[src/rtl/core/icvt_pkg.sv]
// Package for the infix to postfix converter.
// Holds the operator codes, error codes, sequencer states and character helpers.
// Has no dependencies; every other file of the block but icvt_stack_mem imports it.
`timescale 1ns / 1ps

package icvt_pkg;

    typedef enum logic [2:0] {
        OP_NONE   = 3'd0,
        OP_LPAREN = 3'd1,
        OP_ADD    = 3'd2,
        OP_SUB    = 3'd3,
        OP_MUL    = 3'd4,
        OP_DIV    = 3'd5
    } op_code_t;

    typedef enum logic [1:0] {
        ERR_NONE       = 2'd0,
        ERR_CLOSE      = 2'd1,
        ERR_OVERFLOW   = 2'd2,
        ERR_OPEN_LEFT  = 2'd3
    } err_t;

    typedef enum logic [1:0] {
        ST_IDLE,
        ST_LOOK,
        ST_FLUSH
    } state_t;

    localparam logic [7:0] CH_LPAREN = 8'h28;
    localparam logic [7:0] CH_RPAREN = 8'h29;
    localparam logic [7:0] CH_MUL    = 8'h2A;
    localparam logic [7:0] CH_ADD    = 8'h2B;
    localparam logic [7:0] CH_SUB    = 8'h2D;
    localparam logic [7:0] CH_DIV    = 8'h2F;

    function automatic op_code_t code_of(input logic [7:0] c);
        op_code_t r;
        case (c)
            CH_LPAREN: r = OP_LPAREN;
            CH_ADD:    r = OP_ADD;
            CH_SUB:    r = OP_SUB;
            CH_MUL:    r = OP_MUL;
            CH_DIV:    r = OP_DIV;
            default:   r = OP_NONE;
        endcase
        return r;
    endfunction

    function automatic logic [7:0] char_of(input logic [2:0] code);
        logic [7:0] r;
        case (code)
            OP_LPAREN: r = CH_LPAREN;
            OP_ADD:    r = CH_ADD;
            OP_SUB:    r = CH_SUB;
            OP_MUL:    r = CH_MUL;
            OP_DIV:    r = CH_DIV;
            default:   r = 8'h00;
        endcase
        return r;
    endfunction

    function automatic logic [1:0] prio(input logic [2:0] code);
        logic [1:0] r;
        if (code >= 3'd4)
        begin
            r = 2'd3;
        end
        else if (code >= 3'd2)
        begin
            r = 2'd2;
        end
        else if (code == 3'd1)
        begin
            r = 2'd1;
        end
        else
        begin
            r = 2'd0;
        end
        return r;
    endfunction

endpackage

[src/rtl/core/icvt_stack_mem.sv]
// Operator stack storage: one write port and one registered read port.
// A write to the address being read is forwarded to the read data.
// Depends on nothing but its parameters.
`timescale 1ns / 1ps

module icvt_stack_mem #(
    parameter int DEPTH = 32,
    parameter int AW    = 5
) (
    input  logic          clk,
    input  logic          we,
    input  logic [AW-1:0] waddr,
    input  logic [2:0]    wdata,
    input  logic [AW-1:0] raddr,
    output logic [2:0]    rdata
);

    logic [2:0] mem [0:DEPTH-1];
    logic [2:0] rdata_reg;

    always_ff @(posedge clk)
    begin
        if (we)
        begin
            mem[waddr] <= wdata;
        end
    end

    always_ff @(posedge clk)
    begin
        if (we && (waddr == raddr))
        begin
            rdata_reg <= wdata;
        end
        else
        begin
            rdata_reg <= mem[raddr];
        end
    end

    assign rdata = rdata_reg;

endmodule

[src/rtl/core/icvt_ctrl.sv]
// Sequencer of the converter: takes characters, reads and updates the stack
// memory one entry a cycle while the output is not stalled and drives the registered output beat.
// Depends on icvt_pkg.
`timescale 1ns / 1ps

module icvt_ctrl #(
    parameter int DEPTH = 32,
    parameter int AW    = 5,
    parameter int CW    = 6
) (
    input  logic          clk,
    input  logic          rst_n,
    input  logic          s_tvalid,
    output logic          s_tready,
    input  logic [7:0]    in_char,
    input  logic          expr_last,
    output logic          m_tvalid,
    input  logic          m_tready,
    output logic [7:0]    out_char,
    output logic          has_char,
    output logic          run_last,
    output logic          expr_end,
    output icvt_pkg::err_t error,
    output logic          mem_we,
    output logic [AW-1:0] mem_waddr,
    output logic [2:0]    mem_wdata,
    output logic [AW-1:0] mem_raddr,
    input  logic [2:0]    mem_rdata
);

    import icvt_pkg::*;

    state_t      state_reg, state_next;
    logic [CW-1:0] count_reg, count_next;
    logic [7:0]  char_reg;
    logic        last_reg;
    logic        open_reg, open_next;
    logic        pend_reg, pend_next;
    logic [7:0]  pend_char_reg, pend_char_next;

    logic        out_valid_reg;
    logic [7:0]  out_char_reg;
    logic        out_has_reg;
    logic        out_rlast_reg;
    logic        out_end_reg;
    err_t        out_err_reg;

    logic        emit_req;
    logic [7:0]  e_char;
    logic        e_has;
    logic        e_rlast;
    logic        e_end;
    err_t        e_err;
    logic        done;
    logic        stall;
    logic        out_free;
    logic        accept;
    logic        nonempty;
    logic        full;
    op_code_t    cur_code;
    logic [CW-1:0] count_dec;
    logic [CW-1:0] count_inc;

    assign out_free  = !out_valid_reg || m_tready;
    assign accept    = s_tvalid && s_tready;
    assign nonempty  = (count_reg != '0);
    assign full      = (count_reg == CW'(DEPTH));
    assign cur_code  = code_of(char_reg);
    assign count_dec = count_reg - 1'b1;
    assign count_inc = count_reg + 1'b1;
    assign s_tready  = (state_reg == ST_IDLE);

    // A popped operator is held back in pend_char_reg until it is known whether it
    // is the last beat caused by the character.
    always_comb
    begin
        emit_req       = 1'b0;
        e_char         = 8'h00;
        e_has          = 1'b0;
        e_rlast        = 1'b0;
        e_end          = 1'b0;
        e_err          = ERR_NONE;
        done           = 1'b0;
        count_next     = count_reg;
        open_next      = open_reg;
        pend_next      = pend_reg;
        pend_char_next = pend_char_reg;
        mem_we         = 1'b0;
        mem_wdata      = cur_code;
        case (state_reg)
            ST_IDLE:
            begin
                open_next = 1'b0;
            end
            ST_LOOK:
            begin
                if (char_reg == CH_RPAREN)
                begin
                    if (!nonempty)
                    begin
                        emit_req = 1'b1;
                        if (pend_reg)
                        begin
                            e_char    = pend_char_reg;
                            e_has     = 1'b1;
                            pend_next = 1'b0;
                        end
                        else
                        begin
                            e_err = ERR_CLOSE;
                            done  = 1'b1;
                        end
                    end
                    else if (mem_rdata == OP_LPAREN)
                    begin
                        emit_req   = pend_reg;
                        e_char     = pend_char_reg;
                        e_has      = 1'b1;
                        pend_next  = 1'b0;
                        count_next = count_dec;
                        done       = 1'b1;
                    end
                    else
                    begin
                        emit_req       = pend_reg;
                        e_char         = pend_char_reg;
                        e_has          = 1'b1;
                        pend_next      = 1'b1;
                        pend_char_next = char_of(mem_rdata);
                        count_next     = count_dec;
                    end
                end
                else if (cur_code != OP_NONE)
                begin
                    if ((cur_code != OP_LPAREN) && nonempty
                        && (prio(mem_rdata) >= prio(cur_code)))
                    begin
                        emit_req       = pend_reg;
                        e_char         = pend_char_reg;
                        e_has          = 1'b1;
                        pend_next      = 1'b1;
                        pend_char_next = char_of(mem_rdata);
                        count_next     = count_dec;
                    end
                    else if (full)
                    begin
                        emit_req = 1'b1;
                        e_err    = ERR_OVERFLOW;
                        done     = 1'b1;
                    end
                    else
                    begin
                        emit_req   = pend_reg;
                        e_char     = pend_char_reg;
                        e_has      = 1'b1;
                        pend_next  = 1'b0;
                        mem_we     = 1'b1;
                        count_next = count_inc;
                        done       = 1'b1;
                    end
                end
                else
                begin
                    emit_req = 1'b1;
                    e_char   = char_reg;
                    e_has    = 1'b1;
                    done     = 1'b1;
                end
                e_rlast = done && !last_reg;
            end
            ST_FLUSH:
            begin
                if (nonempty)
                begin
                    count_next = count_dec;
                    if (mem_rdata == OP_LPAREN)
                    begin
                        open_next = 1'b1;
                    end
                    else
                    begin
                        emit_req = 1'b1;
                        e_char   = char_of(mem_rdata);
                        e_has    = 1'b1;
                    end
                end
                else
                begin
                    emit_req = 1'b1;
                    e_end    = 1'b1;
                    e_rlast  = 1'b1;
                    e_err    = open_reg ? ERR_OPEN_LEFT : ERR_NONE;
                    done     = 1'b1;
                end
            end
            default:
            begin
                open_next = open_reg;
            end
        endcase
        stall = emit_req && !out_free;
        if (stall)
        begin
            count_next     = count_reg;
            open_next      = open_reg;
            pend_next      = pend_reg;
            pend_char_next = pend_char_reg;
            mem_we         = 1'b0;
        end
    end

    always_comb
    begin
        state_next = state_reg;
        case (state_reg)
            ST_IDLE:
            begin
                if (accept)
                begin
                    state_next = ST_LOOK;
                end
            end
            ST_LOOK:
            begin
                if (done && !stall)
                begin
                    state_next = last_reg ? ST_FLUSH : ST_IDLE;
                end
            end
            ST_FLUSH:
            begin
                if (done && !stall)
                begin
                    state_next = ST_IDLE;
                end
            end
            default:
            begin
                state_next = ST_IDLE;
            end
        endcase
    end

    assign mem_waddr = AW'(count_reg);
    assign mem_raddr = (count_next == '0) ? '0 : AW'(count_next - 1'b1);

    always_ff @(posedge clk or negedge rst_n)
    begin
        if (!rst_n)
        begin
            state_reg     <= ST_IDLE;
            count_reg     <= '0;
            open_reg      <= 1'b0;
            pend_reg      <= 1'b0;
            out_valid_reg <= 1'b0;
        end
        else
        begin
            state_reg <= state_next;
            count_reg <= count_next;
            open_reg  <= open_next;
            pend_reg  <= pend_next;
            if (emit_req && !stall)
            begin
                out_valid_reg <= 1'b1;
            end
            else if (m_tready)
            begin
                out_valid_reg <= 1'b0;
            end
        end
    end

    always_ff @(posedge clk)
    begin
        pend_char_reg <= pend_char_next;
        if (accept)
        begin
            char_reg <= in_char;
            last_reg <= expr_last;
        end
        if (emit_req && !stall)
        begin
            out_char_reg  <= e_char;
            out_has_reg   <= e_has;
            out_rlast_reg <= e_rlast;
            out_end_reg   <= e_end;
            out_err_reg   <= e_err;
        end
    end

    assign m_tvalid = out_valid_reg;
    assign out_char = out_char_reg;
    assign has_char = out_has_reg;
    assign run_last = out_rlast_reg;
    assign expr_end = out_end_reg;
    assign error    = out_err_reg;

endmodule

[src/rtl/core/infix_to_postfix_converter_unit.sv]
// Top level of the infix to postfix converter.
// Instantiates icvt_ctrl and icvt_stack_mem; depends on icvt_pkg.
// Converts an infix character stream to postfix order with an operator stack
// held in a synchronous memory. A character is handled in the cycle after it
// is taken, once the top of stack has been read. Operators are popped from
// the stack one entry per cycle while no beat is held back, an unmatched
// closing bracket ends with an error beat, and an expression end empties the
// stack and adds a closing status beat. A beat that cannot leave the output
// register holds the sequencer until it is taken. The stack needs no clearing
// after reset; results wait in an output register so that the next character
// is taken while a result is still held.
`timescale 1ns / 1ps

module infix_to_postfix_converter_unit #(
    parameter int STACK_DEPTH = 32
) (
    input  logic        clk,
    input  logic        rst_n,
    input  logic        s_tvalid,
    output logic        s_tready,
    input  logic [7:0]  s_tdata,   // [7:0] in_char
    input  logic        s_tlast,
    output logic        m_tvalid,
    input  logic        m_tready,
    output logic [15:0] m_tdata,   // [7:0] out_char, [8] expr_end, [10:9] error, rest zero
    output logic        m_tuser,   // [0] has_char
    output logic        m_tlast
);

    import icvt_pkg::*;

    localparam int AW = (STACK_DEPTH > 1) ? $clog2(STACK_DEPTH) : 1;
    localparam int CW = $clog2(STACK_DEPTH + 1);

    logic          mem_we;
    logic [AW-1:0] mem_waddr;
    logic [2:0]    mem_wdata;
    logic [AW-1:0] mem_raddr;
    logic [2:0]    mem_rdata;
    logic [7:0]    out_char;
    logic          expr_end;
    err_t          error;

    icvt_ctrl #(
        .DEPTH (STACK_DEPTH),
        .AW    (AW),
        .CW    (CW)
    ) u_ctrl (
        .clk       (clk),
        .rst_n     (rst_n),
        .s_tvalid  (s_tvalid),
        .s_tready  (s_tready),
        .in_char   (s_tdata),
        .expr_last (s_tlast),
        .m_tvalid  (m_tvalid),
        .m_tready  (m_tready),
        .out_char  (out_char),
        .has_char  (m_tuser),
        .run_last  (m_tlast),
        .expr_end  (expr_end),
        .error     (error),
        .mem_we    (mem_we),
        .mem_waddr (mem_waddr),
        .mem_wdata (mem_wdata),
        .mem_raddr (mem_raddr),
        .mem_rdata (mem_rdata)
    );

    icvt_stack_mem #(
        .DEPTH (STACK_DEPTH),
        .AW    (AW)
    ) u_stack_mem (
        .clk   (clk),
        .we    (mem_we),
        .waddr (mem_waddr),
        .wdata (mem_wdata),
        .raddr (mem_raddr),
        .rdata (mem_rdata)
    );

    assign m_tdata = {5'b0, error, expr_end, out_char};

endmodule

[config.mk]
export PLATFORM = sky130hd
export DESIGN_NAME = infix_to_postfix_converter_unit
export DESIGN_NICKNAME = d
export VERILOG_FILES = /design/src/rtl/core/icvt_pkg.sv /design/src/rtl/core/icvt_stack_mem.sv /design/src/rtl/core/icvt_ctrl.sv /design/src/rtl/core/infix_to_postfix_converter_unit.sv
export SDC_FILE = /design/constraint.sdc
export NUM_CORES = 1
export LEC_CHECK = 0
export BUFFER_PORTS_ARGS = -buffer_cell sky130_fd_sc_hd__buf_2
export CAP_MARGIN = 30
export CELL_PAD_IN_SITES_DETAIL_PLACEMENT = 0
export CELL_PAD_IN_SITES_GLOBAL_PLACEMENT = 1
export CORE_ASPECT_RATIO = 1.5
export CORE_UTILIZATION = 50
export CTS_CLUSTER_DIAMETER = 80
export CTS_CLUSTER_SIZE = 28
export DETAILED_ROUTE_END_ITERATION = 6
export PLACE_DENSITY_LB_ADDON = 0.1
export SLEW_MARGIN = 40
export SYNTH_ARGS = -nofsm -noshare
export SYNTH_HDL_FRONTEND = slang
export SYNTH_SLANG_ARGS = --single-unit
[constraint.sdc]
create_clock -name clk -period 5.4 [get_ports clk]
set_input_delay 1.08 -clock clk [delete_from_list [all_inputs] [get_ports clk]]
set_output_delay 1.08 -clock clk [all_outputs]
set_load 0.05 [all_outputs]
# == Word-level counts from Yosys, hierarchy flattened ==
# Memories as Yosys holds them, arrays and structs flattened. A register that Yosys moved wholly into a read port is not among the register bits.
# Index checks and enable logic that the tools add are counted.
# totals
reg_bits,41
n_memories,1
out_inout_bits,20
elab_cells,164
ram_bits,96
inputBits,13
# memory_table
memory,words,width,rd,rd_clocked_by_memory_dff,write_ports,line,text
u_stack_mem.mem,32,3,1,1,1,icvt_stack_mem.sv:18,logic [2:0] mem [0:DEPTH-1];
# op_classes
n_bitwise,1
muxes,93
magnitude_cmp,5
reduce_logical,24
n_eq_ne,24
n_addsub,3
# ops
operator,n
8-bit 2-to-1 mux,12
8-bit by 6-bit == test with 1-bit output (second input constant),6
2-bit 2-to-1 mux,21
6-bit 2-to-1 mux,7
1-bit 2-to-1 mux,40
6-bit one-hot mux with 5 select lines,1
6-bit one-hot mux with 4 select lines,1
8-bit one-hot mux with 2 select lines,1
3-bit one-hot mux with 5 select lines,1
6-bit one-hot mux with 2 select lines,1
2-bit by 1-bit != test with 1-bit output (second input constant),5
1-bit one-hot mux with 2 select lines,5
4-bit AND reduction,2
2-bit nonzero test,4
1-bit logical AND,7
6-bit by 1-bit adder with 6-bit output (second input constant),1
3-bit by 1-bit == test with 1-bit output (second input constant),2
3-bit by 2-bit == test with 1-bit output (second input constant),2
3-bit == test (second input constant),2
6-bit == test (second input constant),1
3-bit by 2-bit greater-or-equal comparator with 1-bit output (second input constant),2
3-bit greater-or-equal comparator (second input constant),2
6-bit logical NOT,1
2-bit one-hot mux with 3 select lines,1
18 further kinds,22

# == Logic depth before layout (Yosys ltp) ==
# Gate-level depths: netlist of run 1.
# depth
depth_word,20
depth_mapped,24
mapped_depth_nobuf,20

# == Hierarchy ==
# Synthesis of run 1 repeated with hierarchy kept, for this count alone.
# hier_totals
hier_cells,496
hier_area_um2,6792.8
# modules_own_cells
module,area_per_inst_um2,cells_each,seq_area_each_um2,instances
icvt_stack_mem,3956.3,187,2982.9,1
icvt_ctrl,2787.7,302,1056.0,1
infix_to_postfix_converter_unit,48.8,7,0.0,1

# == Worst setup path after synthesis of run 1 ==
# No wires, ideal clock.
# synth_timing
path_type,register to register
from,register u_ctrl.char_reg[4]
to,register (tool-made name)
synth_period_minus_slack_ns,4.509
n_path_buf,1
required_ns,5.279
path_stages_with_launch,18
path_slack_ns,0.891
t_arrival_ns,4.388
cell_sequence,edfxtp_1 > nor4b_1 > nand2_1 > nor2_1 > nor2_1 > ha_1 > a21o_1 > nor3_1 > o41a_1 > nor4_1 > a31oi_1 > buf_2 > o21ai_0 > o21a_1 > ha_1 > inv_1 > nor3b_2 > mux2_4
# synth_rtl
item,line,text
"start, declared",icvt_ctrl.sv:35,logic [7:0] char_reg;
"start signal, assigned",icvt_ctrl.sv:279,char_reg <= in_char;

==> out/metrics.csv, run 1 <==
metric,value,unit
Hold Worst Slack,511.7,ps
share of layout cells above drive strength 1,0.1630,
clock sink count,138,
worst hold-check path type,reg -> reg,
DR WL/cell,22.55,um
largest net degree at the start of global routing,33,
die area,0.01426,sq mm
Reg area,0.004040,sq mm
n_diodes,0,
Top Metal Used,met4,
top cell type's share of synthesized area,0.5317,
die height,145.8,um
Crit Path Class,reg -> reg,
Vias/cell,6.019,
clock latency reported for the late side of the worst-skew pair,420,ps
GRT Overall Usage,0.2623,
DRT met1 WL,6.574,mm
cell count after synthesis,584,
Post-synth EDFFs,122,
Iter 0 DRT Violations,264,
"Hold Violations, Final",0,
unrepaired setup endpoints after global routing,false,
sequential-to-total area share from yosys stat,0.5862,
vias,4815,
setup violators final,0,
grt total ovfl,0,
part of the power in the clock network,0.222,
post-synthesis average cell area,11.80,sq um
clk root buf,clkbuf_16,
Die W,97.85,um
critical path arrival,5370,ps
final net count,648,
Post-CTS Setup Inserts,0,
CP required,5700,ps
DR DRC count,0,
H-Tree Depth,4,
status,finished clean,
Power Dens Cells,647.5,mW/mm^2
Critical Path Source Type,register,
period utilization,0.9389,
Syn-to-layout area delta,13.09,%
CP Max Fanout,13,
most frequently used flop master after synthesis,edfxtp_1,
Worst Max-Slew Pin Slew,716.0,ps
"FFs w/ async S/R, synth",0.07971,
met2 wire length,10.30,mm
core region area,0.01347,sq mm
PortBufs,27,
Yosys top cell by area,edfxtp_1,
Seq pwr share,0.295,
Post-Route WL,18.04,mm
Gate power share,0.483,
"FF+latch count, synth",138,
most frequent CP cell,buf_4,
clock buffer depth,2,
"slowest stage delay, CP",510,ps
maximum vdd drop,375.6,uV
max-cap viol count,0,
std cell rows,52,
total CTS buffers,17,
Clock Skews,9.254,ps
initial antenna violation count,0,
post-synth cell types,75,
max frequency,197.2,MHz
Largest register FFs,96,
fillcell total,1207,
clock tree from TritonCTS,built,
"Cell Chain, Critical Path",buf_4 -> mux2i_1 -> a22oi_1 -> nand2_1 -> o31ai_1 -> buf_4 -> or2_2 -> nor2_1 -> ha_1 -> nand2b_1 -> a21o_1 -> nor3_1 -> o41a_1 -> nor4_1 -> a31oi_1 -> buf_4 -> o21ai_0 -> o21a_1 -> ha_1 -> inv_1 -> nor3b_2 -> mux2_4,
vias in the first global route,5019,
Yosys Warn Count,0,
Slew Limit Fails,0,
Initial Util,0.5116,
Detail Route met3 WL,614,um
Crit. End Element,register,
Post-Syn Area,0.006890,sq mm
first-pass GRT wire length,27.65,mm
Critical-path top delay cell,dfxtp_2,
Synth area leaders,"edfxtp_1 53%, mux2i_1 6.5%, dfrtp_1 4.0%",
setup TNS,0,ps
Antenna Nets Post-Route,0,
"Reg clk slew, reported paths",60,ps
multi-input logic area,0.002599,sq mm
Tmin final,5070,ps
I/O pin count,33,
gp weighted congestion,0.9374,
Slew HR,0.5190,
HPWL after DPL,13.27,mm
P_sw,2.236,mW
drt pass-1 iters,5,
internal cell power,2.810,mW
total leakage power,3.020,nW
sw frac,0.4431,
-- critical path, delay by kind of cell (launching register included) --
family	cells	cell delay (ps)
and+or+nand+nor	7	950
DFF	1	510
AOI/OAI and AO/OA	7	1810
buffers and inverters	4	800
muxes	2	420
adders and majority gates	2	450
-- area by class of cell --
cell class,instances,area share
Clock buffer,17,0.05459
Clock inverter,15,0.01782
Inverter,18,0.008671
Multi-Input combinational cell,399,0.3335
Sequential cell,138,0.5185
Tap cell,162,0.02601
Timing Repair Buffer,51,0.04094
-- metal layers --
layer / GRT usage / vias up
met5: 0 / -
met4: 0.1114 / 0
met3: 0.04323 / 34
met2: 0.5099 / 134
met1: 0.2710 / 2381
li1: - / 2266
-- synthesized netlist by cell type, types with 3 or more instances --
cell      instances
edfxtp_1        122
nor2_1           72
mux2i_1          45
nand2_1          45
a21oi_1          32
nand3_1          23
o21ai_0          18
inv_1            17
a22oi_1          13
clkbuf_1         13
dfrtp_1          11
nor3_1           11
ha_1             10
buf_4             9
nor2b_1           9
and2_1            7
and3_1            7
buf_2             7
a21o_1            6
or3_1             6
a22o_1            5
dfxtp_1           5
a31oi_1           4
nand2b_1          4
a211oi_1          3
a311oi_1          3
and4_1            3
buf_6             3
o211ai_1          3
o21a_1            3
o31ai_1           3
xnor2_1           3
-- power groups by stage --
| stage | Clock [mW] | Sequential, mW | Combinational, mW |
|---|---|---|---|
| after global routing | 1.17 | 1.50 | 2.64 |
| after detailed placement | 0 | 1.51 | 2.42 |
| after floorplan | 0 | 1.56 | 1.72 |
| after global placement | 0 | 1.51 | 2.42 |
| after CTS | 1.13 | 1.49 | 2.43 |
| final | 1.12 | 1.49 | 2.44 |
-- final timing paths --
kind                       cells after the start  slack, ps                  end            start
setup / recovery                              22        330             register         register
hold / removal                                 1        510      u_ctrl.open_reg  u_ctrl.open_reg
max in group asynchronous                      1       4640  u_ctrl.count_reg[3]            rst_n
hold reg to reg                                1        510      u_ctrl.open_reg  u_ctrl.open_reg
min in group asynchronous                      1        530      u_ctrl.pend_reg            rst_n
setup reg to reg                              22        330             register         register
-- kinds of logic (layout without fill, tap and decap cells) --
family	Yosys count	after routing	share of synthesized area
compound gates	123	123	0.1289
buf+inv	51	101	0.03886
other cells	1	5	0.0005442
simple gates	208	208	0.1498
mux	49	49	0.07245
fa+ha+maj	10	10	0.01816
xor+xnor	4	4	0.005085
flops	138	138	0.5862
-- cells in the final DEF (no fill, tap or decap), drive strengths merged, types with 4 or more instances in the layout --
cell / instances
a21o: 6
a21oi: 32
a22o: 5
a22oi: 13
a311oi: 4
a31oi: 5
and2: 7
and3: 7
and4: 4
buf: 51
clkbuf: 17
clkinv: 7
conb: 5
dfrtp: 11
dfxtp: 5
edfxtp: 122
ha: 10
inv: 24
mux2: 4
mux2i: 45
nand2: 47
nand2b: 4
nand3: 23
nor2: 72
nor2b: 9
nor3: 14
o211ai: 4
o21ai: 18
or3: 6
-- timing repair --
item	4_1_cts	5_1_grt
hold buffers	0	0
gates resized for setup	0	1
endpoints found under the setup margin	0	4
-- stage by stage --
stage          power (mW)  utilization  instance area [sq um]  setup WS, ps  instances
2_1_floorplan       3.274            -                   6905         891.2        588
3_3_place_gp        3.929       0.5364                   7224         419.4        768
3_5_place_dp        3.927       0.5364                   7224         346.5        768
4_1_cts             5.042       0.5783                   7789         330.0        800
5_1_grt             5.319       0.5786                   7792         7.429        800
6_report            5.046       0.5786                   7792         329.7        800
(Power assumes the default switching activity.)
==> inputs of run 2 (changes only) <==
--- a/config.mk
+++ b/config.mk
@@ -7,10 +7,10 @@
 export LEC_CHECK = 0
 export BUFFER_PORTS_ARGS = -buffer_cell sky130_fd_sc_hd__buf_2
 export CAP_MARGIN = 30
-export CELL_PAD_IN_SITES_DETAIL_PLACEMENT = 0
-export CELL_PAD_IN_SITES_GLOBAL_PLACEMENT = 1
+export CELL_PAD_IN_SITES_DETAIL_PLACEMENT = 1
+export CELL_PAD_IN_SITES_GLOBAL_PLACEMENT = 2
 export CORE_ASPECT_RATIO = 1.5
-export CORE_UTILIZATION = 50
+export CORE_UTILIZATION = 42
 export CTS_CLUSTER_DIAMETER = 80
 export CTS_CLUSTER_SIZE = 28
 export DETAILED_ROUTE_END_ITERATION = 6
==> out/metrics.csv, run 2 (synthesized netlist as in run 1, its figures left out) <==
metric,value,unit,change
H-Tree Depth,4,,unchanged
vias in the first global route,5358,,+6.8%
DP Area,0.007312,sq mm,+1.2%
Post-CTS Setup Inserts,0,,unchanged
largest net degree at the start of global routing,33,,unchanged
max frequency,198.0,MHz,+0.37%
die height,158.9,um,+9.0%
clk root buf,clkbuf_16,,
Hold Worst Slack,500.6,ps,-11.11 ps
unrepaired setup endpoints after global routing,false,,
maximum vdd drop,347.2,uV,-7.6%
n_diodes,0,,unchanged
Worst Max-Slew Pin Slew,856.5,ps,+140.6 ps
DR DRC count,0,,unchanged
Tmin final,5052,ps,-18.63 ps
CP required,5700,ps,about the same
Critical Path Source Type,register,,
Iter 0 DRT Violations,207,,-22%
worst hold-check path type,reg -> reg,,
std cell rows,57,,+9.6%
final net count,652,,+0.62%
grt total ovfl,0,,unchanged
GRT Overall Usage,0.2467,,-0.01552
total power,5.205,mW,+3.2%
PortBufs,27,,unchanged
clock sink count,138,,unchanged
Antenna Nets Post-Route,0,,unchanged
"Hold Violations, Final",0,,unchanged
Crit. End Element,register,,
clock buffer depth,2,,unchanged
DR WL/cell,23.63,um,+4.8%
Power Dens Cells,658.5,mW/mm^2,+1.7%
first-pass GRT wire length,30.68,mm,+11%
Slew Limit Fails,0,,unchanged
Post-Route WL,20.04,mm,+11%
Slew HR,0.4246,,-0.09442
max-cap viol count,0,,unchanged
Clock Skews,14.50,ps,+5.243 ps
HPWL after DPL,14.67,mm,+11%
post-route cell area,0.007905,sq mm,+1.4%
"Reg clk slew, reported paths",60,ps,about the same
vias,4875,,+1.2%
setup violators final,0,,unchanged
Largest register FFs,96,,unchanged
Syn-to-layout area delta,14.73,%,
Vias/cell,5.749,,-4.5%
"Hold-fix buffers, CTS",0,,unchanged
core region area,0.01612,sq mm,+20%
multi-input logic area,0.002611,sq mm,+0.48%
share of layout cells above drive strength 1,0.1713,,+0.008330
Crit Path Class,reg -> reg,,
"commonest non-fill, non-tap cell in the layout",edfxtp_1,,
total leakage power,3.042,nW,+0.73%
most frequent cells in the layout,"122 x edfxtp_1, 71 x nor2_1, 45 x nand2_1, 45 x mux2i_1, 32 x a21oi_1",,
drt pass-1 iters,5,,unchanged
die area,0.01693,sq mm,+19%
clock tree from TritonCTS,built,,
Die W,106.6,um,+8.9%
Initial Util,0.4275,,-0.08412
status,finished clean,,
period utilization,0.9355,,-0.003450
critical path arrival,5350,ps,-20 ps
setup TNS,0,ps,unchanged
clock latency reported for the late side of the worst-skew pair,420,ps,about the same
initial antenna violation count,0,,unchanged
fillcell total,1729,,+43%
I/O pin count,33,,unchanged
gp weighted congestion,0.8978,,-4.2%
CP Max Fanout,19,,+6
Reg area,0.004043,sq mm,about the same
total CTS buffers,17,,unchanged
run 2: metrics by stage:
stage,setup WS [ps],util,cells
floorplan,891.2,-,588
global placement,263.7,0.4537,816
detailed placement,128.2,0.4537,816
CTS,53.79,0.4895,848
global route,32.53,0.4905,848
finish,348.3,0.4905,848
run 2: routing by layer:
metal | vias up | wire length (um) | global-route usage | share of wire
met5 | - | 0 | 0 | 0
met4 | 0 | 598 | 0.1015 | 0.030
met3 | 31 | 384 | 0.03407 | 0.019
met2 | 82 | 11590 | 0.4824 | 0.58
met1 | 2478 | 7467 | 0.2541 | 0.37
li1 | 2284 | - | - | -
run 2: final cells by class:
type / instances / area share
Inverter: 18 / 0.008547
Timing Repair Buffer: 55 / 0.04416
Sequential cell: 138 / 0.5114
Clock buffer: 17 / 0.05381
Clock inverter: 15 / 0.01915
Multi-Input combinational cell: 399 / 0.3303
Tap cell: 206 / 0.03261
run 2: final timing paths:
path	cells past startpoint	slack, ps	to	from
worst max-delay path	20	350	register	register
worst min-delay path	1	500	u_ctrl.open_reg	u_ctrl.open_reg
worst max register to register	20	350	register	register
worst min register to register	1	500	u_ctrl.open_reg	u_ctrl.open_reg
max in group asynchronous	1	4640	u_ctrl.count_reg[3]	rst_n
min in group asynchronous	1	530	u_ctrl.state_reg[1]	rst_n
run 2: where the power goes:
group          switching (mW)  internal [mW]  leakage, nW  total, mW
combinational            1.70          0.891         1.35       2.59
clock                   0.519          0.614        0.282       1.13
sequential              0.156           1.33         1.42       1.49
run 2: worst max-delay path: stages, from the launching register on:
cell and delay [ps]:
dfxtp_4 470, buf_6 270, mux2i_1 280, nand2_1 90
o211ai_1 100, a21oi_1 80, a311o_1 440, and2_1 220
nor2_1 120, ha_1 240, nand2b_1 140, a21o_1 200
buf_4 160, and2_1 260, nand4b_1 140, a21oi_1 80
a2111oi_1 510, o32ai_1 180, a32oi_2 340, nor3b_2 250
mux2_4 320
run 2: timing repair:
item | in CTS | in global routing
endpoints found under the hold margin | 0 | 0
gates resized for setup | 1 | 4
endpoints found under the setup margin | 1 | 5
==> inputs of run 3 (changes only) <==
--- a/config.mk
+++ b/config.mk
@@ -10,6 +10,7 @@
 export CELL_PAD_IN_SITES_DETAIL_PLACEMENT = 1
 export CELL_PAD_IN_SITES_GLOBAL_PLACEMENT = 2
 export CORE_ASPECT_RATIO = 1.5
+export CORE_MARGIN = 2
 export CORE_UTILIZATION = 42
 export CTS_CLUSTER_DIAMETER = 80
 export CTS_CLUSTER_SIZE = 28
==> out/metrics.csv, run 3 (synthesized netlist as in run 1, its figures left out) <==
metric,value,unit,change
clock sink count,138,,unchanged
n_diodes,0,,unchanged
"Reg clk slew, reported paths",60,ps,about the same
cell count of the worst reg-to-reg path,21,,+5.0%
"slowest stage delay, CP",530,ps,+20 ps
setup TNS,0,ps,unchanged
vias in the first global route,5414,,+1.0%
hold path start,u_ctrl.open_reg,,
reg-to-reg setup timing slack,400,ps,+60 ps
Vias/cell,5.783,,+0.60%
Iter 0 DRT Violations,215,,+3.9%
Crit Path Class,reg -> reg,,
max frequency,200.2,MHz,+1.1%
std cell rows,57,,unchanged
clock latency reported for the late side of the worst-skew pair,420,ps,about the same
DP Area,0.007282,sq mm,-0.41%
"commonest non-fill, non-tap cell in the layout",edfxtp_1,,
vias,4881,,+0.12%
setup violators final,0,,unchanged
Crit. End Element,register,,
H-Tree Depth,4,,unchanged
I/O pin count,33,,unchanged
max-cap viol count,0,,unchanged
hold path cells,1,,unchanged
period utilization,0.9250,,-0.01048
Post-Route WL,20.18,mm,+0.68%
most frequent cells in the layout,"122 x edfxtp_1, 71 x nor2_1, 45 x nand2_1, 45 x mux2i_1, 32 x a21oi_1",,
Critical-path top delay cell,dfxtp_1,,
status,finished clean,,
Die W,108.6,um,+1.9%
clk root buf,clkbuf_16,,
HPWL after DPL,15.19,mm,+3.5%
die area,0.01747,sq mm,+3.2%
post-route cell area,0.007849,sq mm,-0.71%
drt pass-1 iters,4,,-1
share of layout cells above drive strength 1,0.1630,,-0.008330
DR WL/cell,23.90,um,+1.2%
DR DRC count,0,,unchanged
maximum vdd drop,288.2,uV,-17%
Clock Skews,11.20,ps,-3.299 ps
total CTS buffers,17,,unchanged
most frequent CP cell,ha_1,,
critical path arrival,5300,ps,-50 ps
cell family with most CP delay,compound AO/OA/AOI/OAI gates,,
clock tree from TritonCTS,built,,
Tmin final,4995,ps,-56.61 ps
total leakage power,3.000,nW,-1.4%
unrepaired setup endpoints after global routing,false,,
largest net degree at the start of global routing,33,,unchanged
first-pass GRT wire length,31.11,mm,+1.4%
Power Dens Cells,653.7,mW/mm^2,-0.73%
CP required,5710,ps,about the same
CP bufs+invs,2,,unchanged
PortBufs,27,,unchanged
gp weighted congestion,0.9400,,+4.7%
Syn-to-layout area delta,13.91,%,
clock buffer depth,2,,unchanged
Antenna Nets Post-Route,0,,unchanged
Initial Util,0.4275,,unchanged
Critical Path Source Type,register,,
"Hold-fix buffers, CTS",0,,unchanged
Largest register FFs,96,,unchanged
worst hold-check path type,reg -> reg,,
CP Max Fanout,11,,-8
"Cell Chain, Critical Path",nor2b_1 -> o2bb2ai_1 -> a2111oi_1 -> a22o_1 -> a311o_1 -> and2_1 -> nor2_1 -> ha_1 -> nand2b_1 -> a21o_1 -> nor3_1 -> o41a_1 -> nor4_1 -> a31oi_1 -> buf_4 -> o21ai_0 -> o21a_1 -> ha_1 -> inv_1 -> nor3b_2 -> mux2_4,,
Slew Limit Fails,0,,unchanged
Hold EP,u_ctrl.open_reg,,
core region area,0.01612,sq mm,unchanged
die height,160.9,um,+1.3%
grt total ovfl,0,,unchanged
initial antenna violation count,0,,unchanged
GRT Overall Usage,0.2434,,-0.003365
Post-CTS Setup Inserts,0,,unchanged
Worst Max-Slew Pin Slew,806.1,ps,-50.37 ps
Slew HR,0.4626,,+0.03797
final net count,648,,-0.61%
"Hold Violations, Final",0,,unchanged
## run 3: cell types whose count changed in the layout (fill, tap and decap cells not counted), sizes merged
cell | previous run | this run
clkbuf | 17 | 18
buf | 55 | 51
clkinv | 7 | 3
clkinvlp | 1 | 4
## run 3: worst max path at each step
stage                       startpoint        to  slack, ps  depth (start not counted)
detailed placement            register  register        320                         21
global placement              register  register        420                         18
finish                        register  register        400                         21
global route                  register  register         20                         21
floorplan           u_ctrl.char_reg[4]  register        890                         17
CTS                           register  register        300                         21
## run 3: worst reg2reg max path, cell delays in order (launching register included)
cell and delay, ps:
dfxtp_1 530, nor2b_1 160, o2bb2ai_1 160, a2111oi_1 450, a22o_1 230, a311o_1 240
and2_1 200, nor2_1 50, ha_1 260, nand2b_1 90, a21o_1 220, nor3_1 100
o41a_1 370, nor4_1 250, a31oi_1 210, buf_4 220, o21ai_0 170, o21a_1 190
ha_1 190, inv_1 80, nor3b_2 200, mux2_4 310
## run 3: cell type report
| class | count | area [sq um] |
|---|---|---|
| flip-flops and latches | 138 | 4043 |
| clock buffers | 18 | 429.2 |
| clock inverters | 14 | 130.1 |
| multi-input cells | 399 | 2603 |
| repair buffers | 51 | 319.1 |
| well taps | 206 | 257.7 |
| fillers | 1736 | 8269 |
| inverters | 18 | 67.56 |
## run 3: what timing repair did
action,4_1_cts,5_1_grt
endpoints found under the setup margin,0,3
hold endpoints to repair,0,0
resized for setup,0,3
## run 3: per-layer routing
metal / vias to the layer above / track usage / share of wire
met3: 56 / 0.03531 / 0.024
met1: 2436 / 0.2542 / 0.37
li1: 2276 / - / -
met2: 113 / 0.4651 / 0.56
met5: - / 0 / 0
met4: 0 / 0.1113 / 0.042
## run 3: power breakdown
part           switching [mW]  total [mW]  internal, mW
combinational            1.66        2.51         0.856
sequential              0.179        1.51          1.33
clock                   0.505        1.11         0.606
total                    2.34        5.13          2.79
## run 3: metrics by stage
stage	total power, mW	setup slack, ps	hold slack [ps]	util	std cells
6_report	5.131	404.9	508.0	0.4870	844
5_1_grt	5.417	16.11	529.1	0.4870	844
4_1_cts	5.159	297.4	513.5	0.4865	844
3_5_place_dp	4.038	323.3	499.1	0.4518	812
3_3_place_gp	4.003	422.9	477.0	0.4518	812
2_1_floorplan	3.274	891.2	465.6	-	588
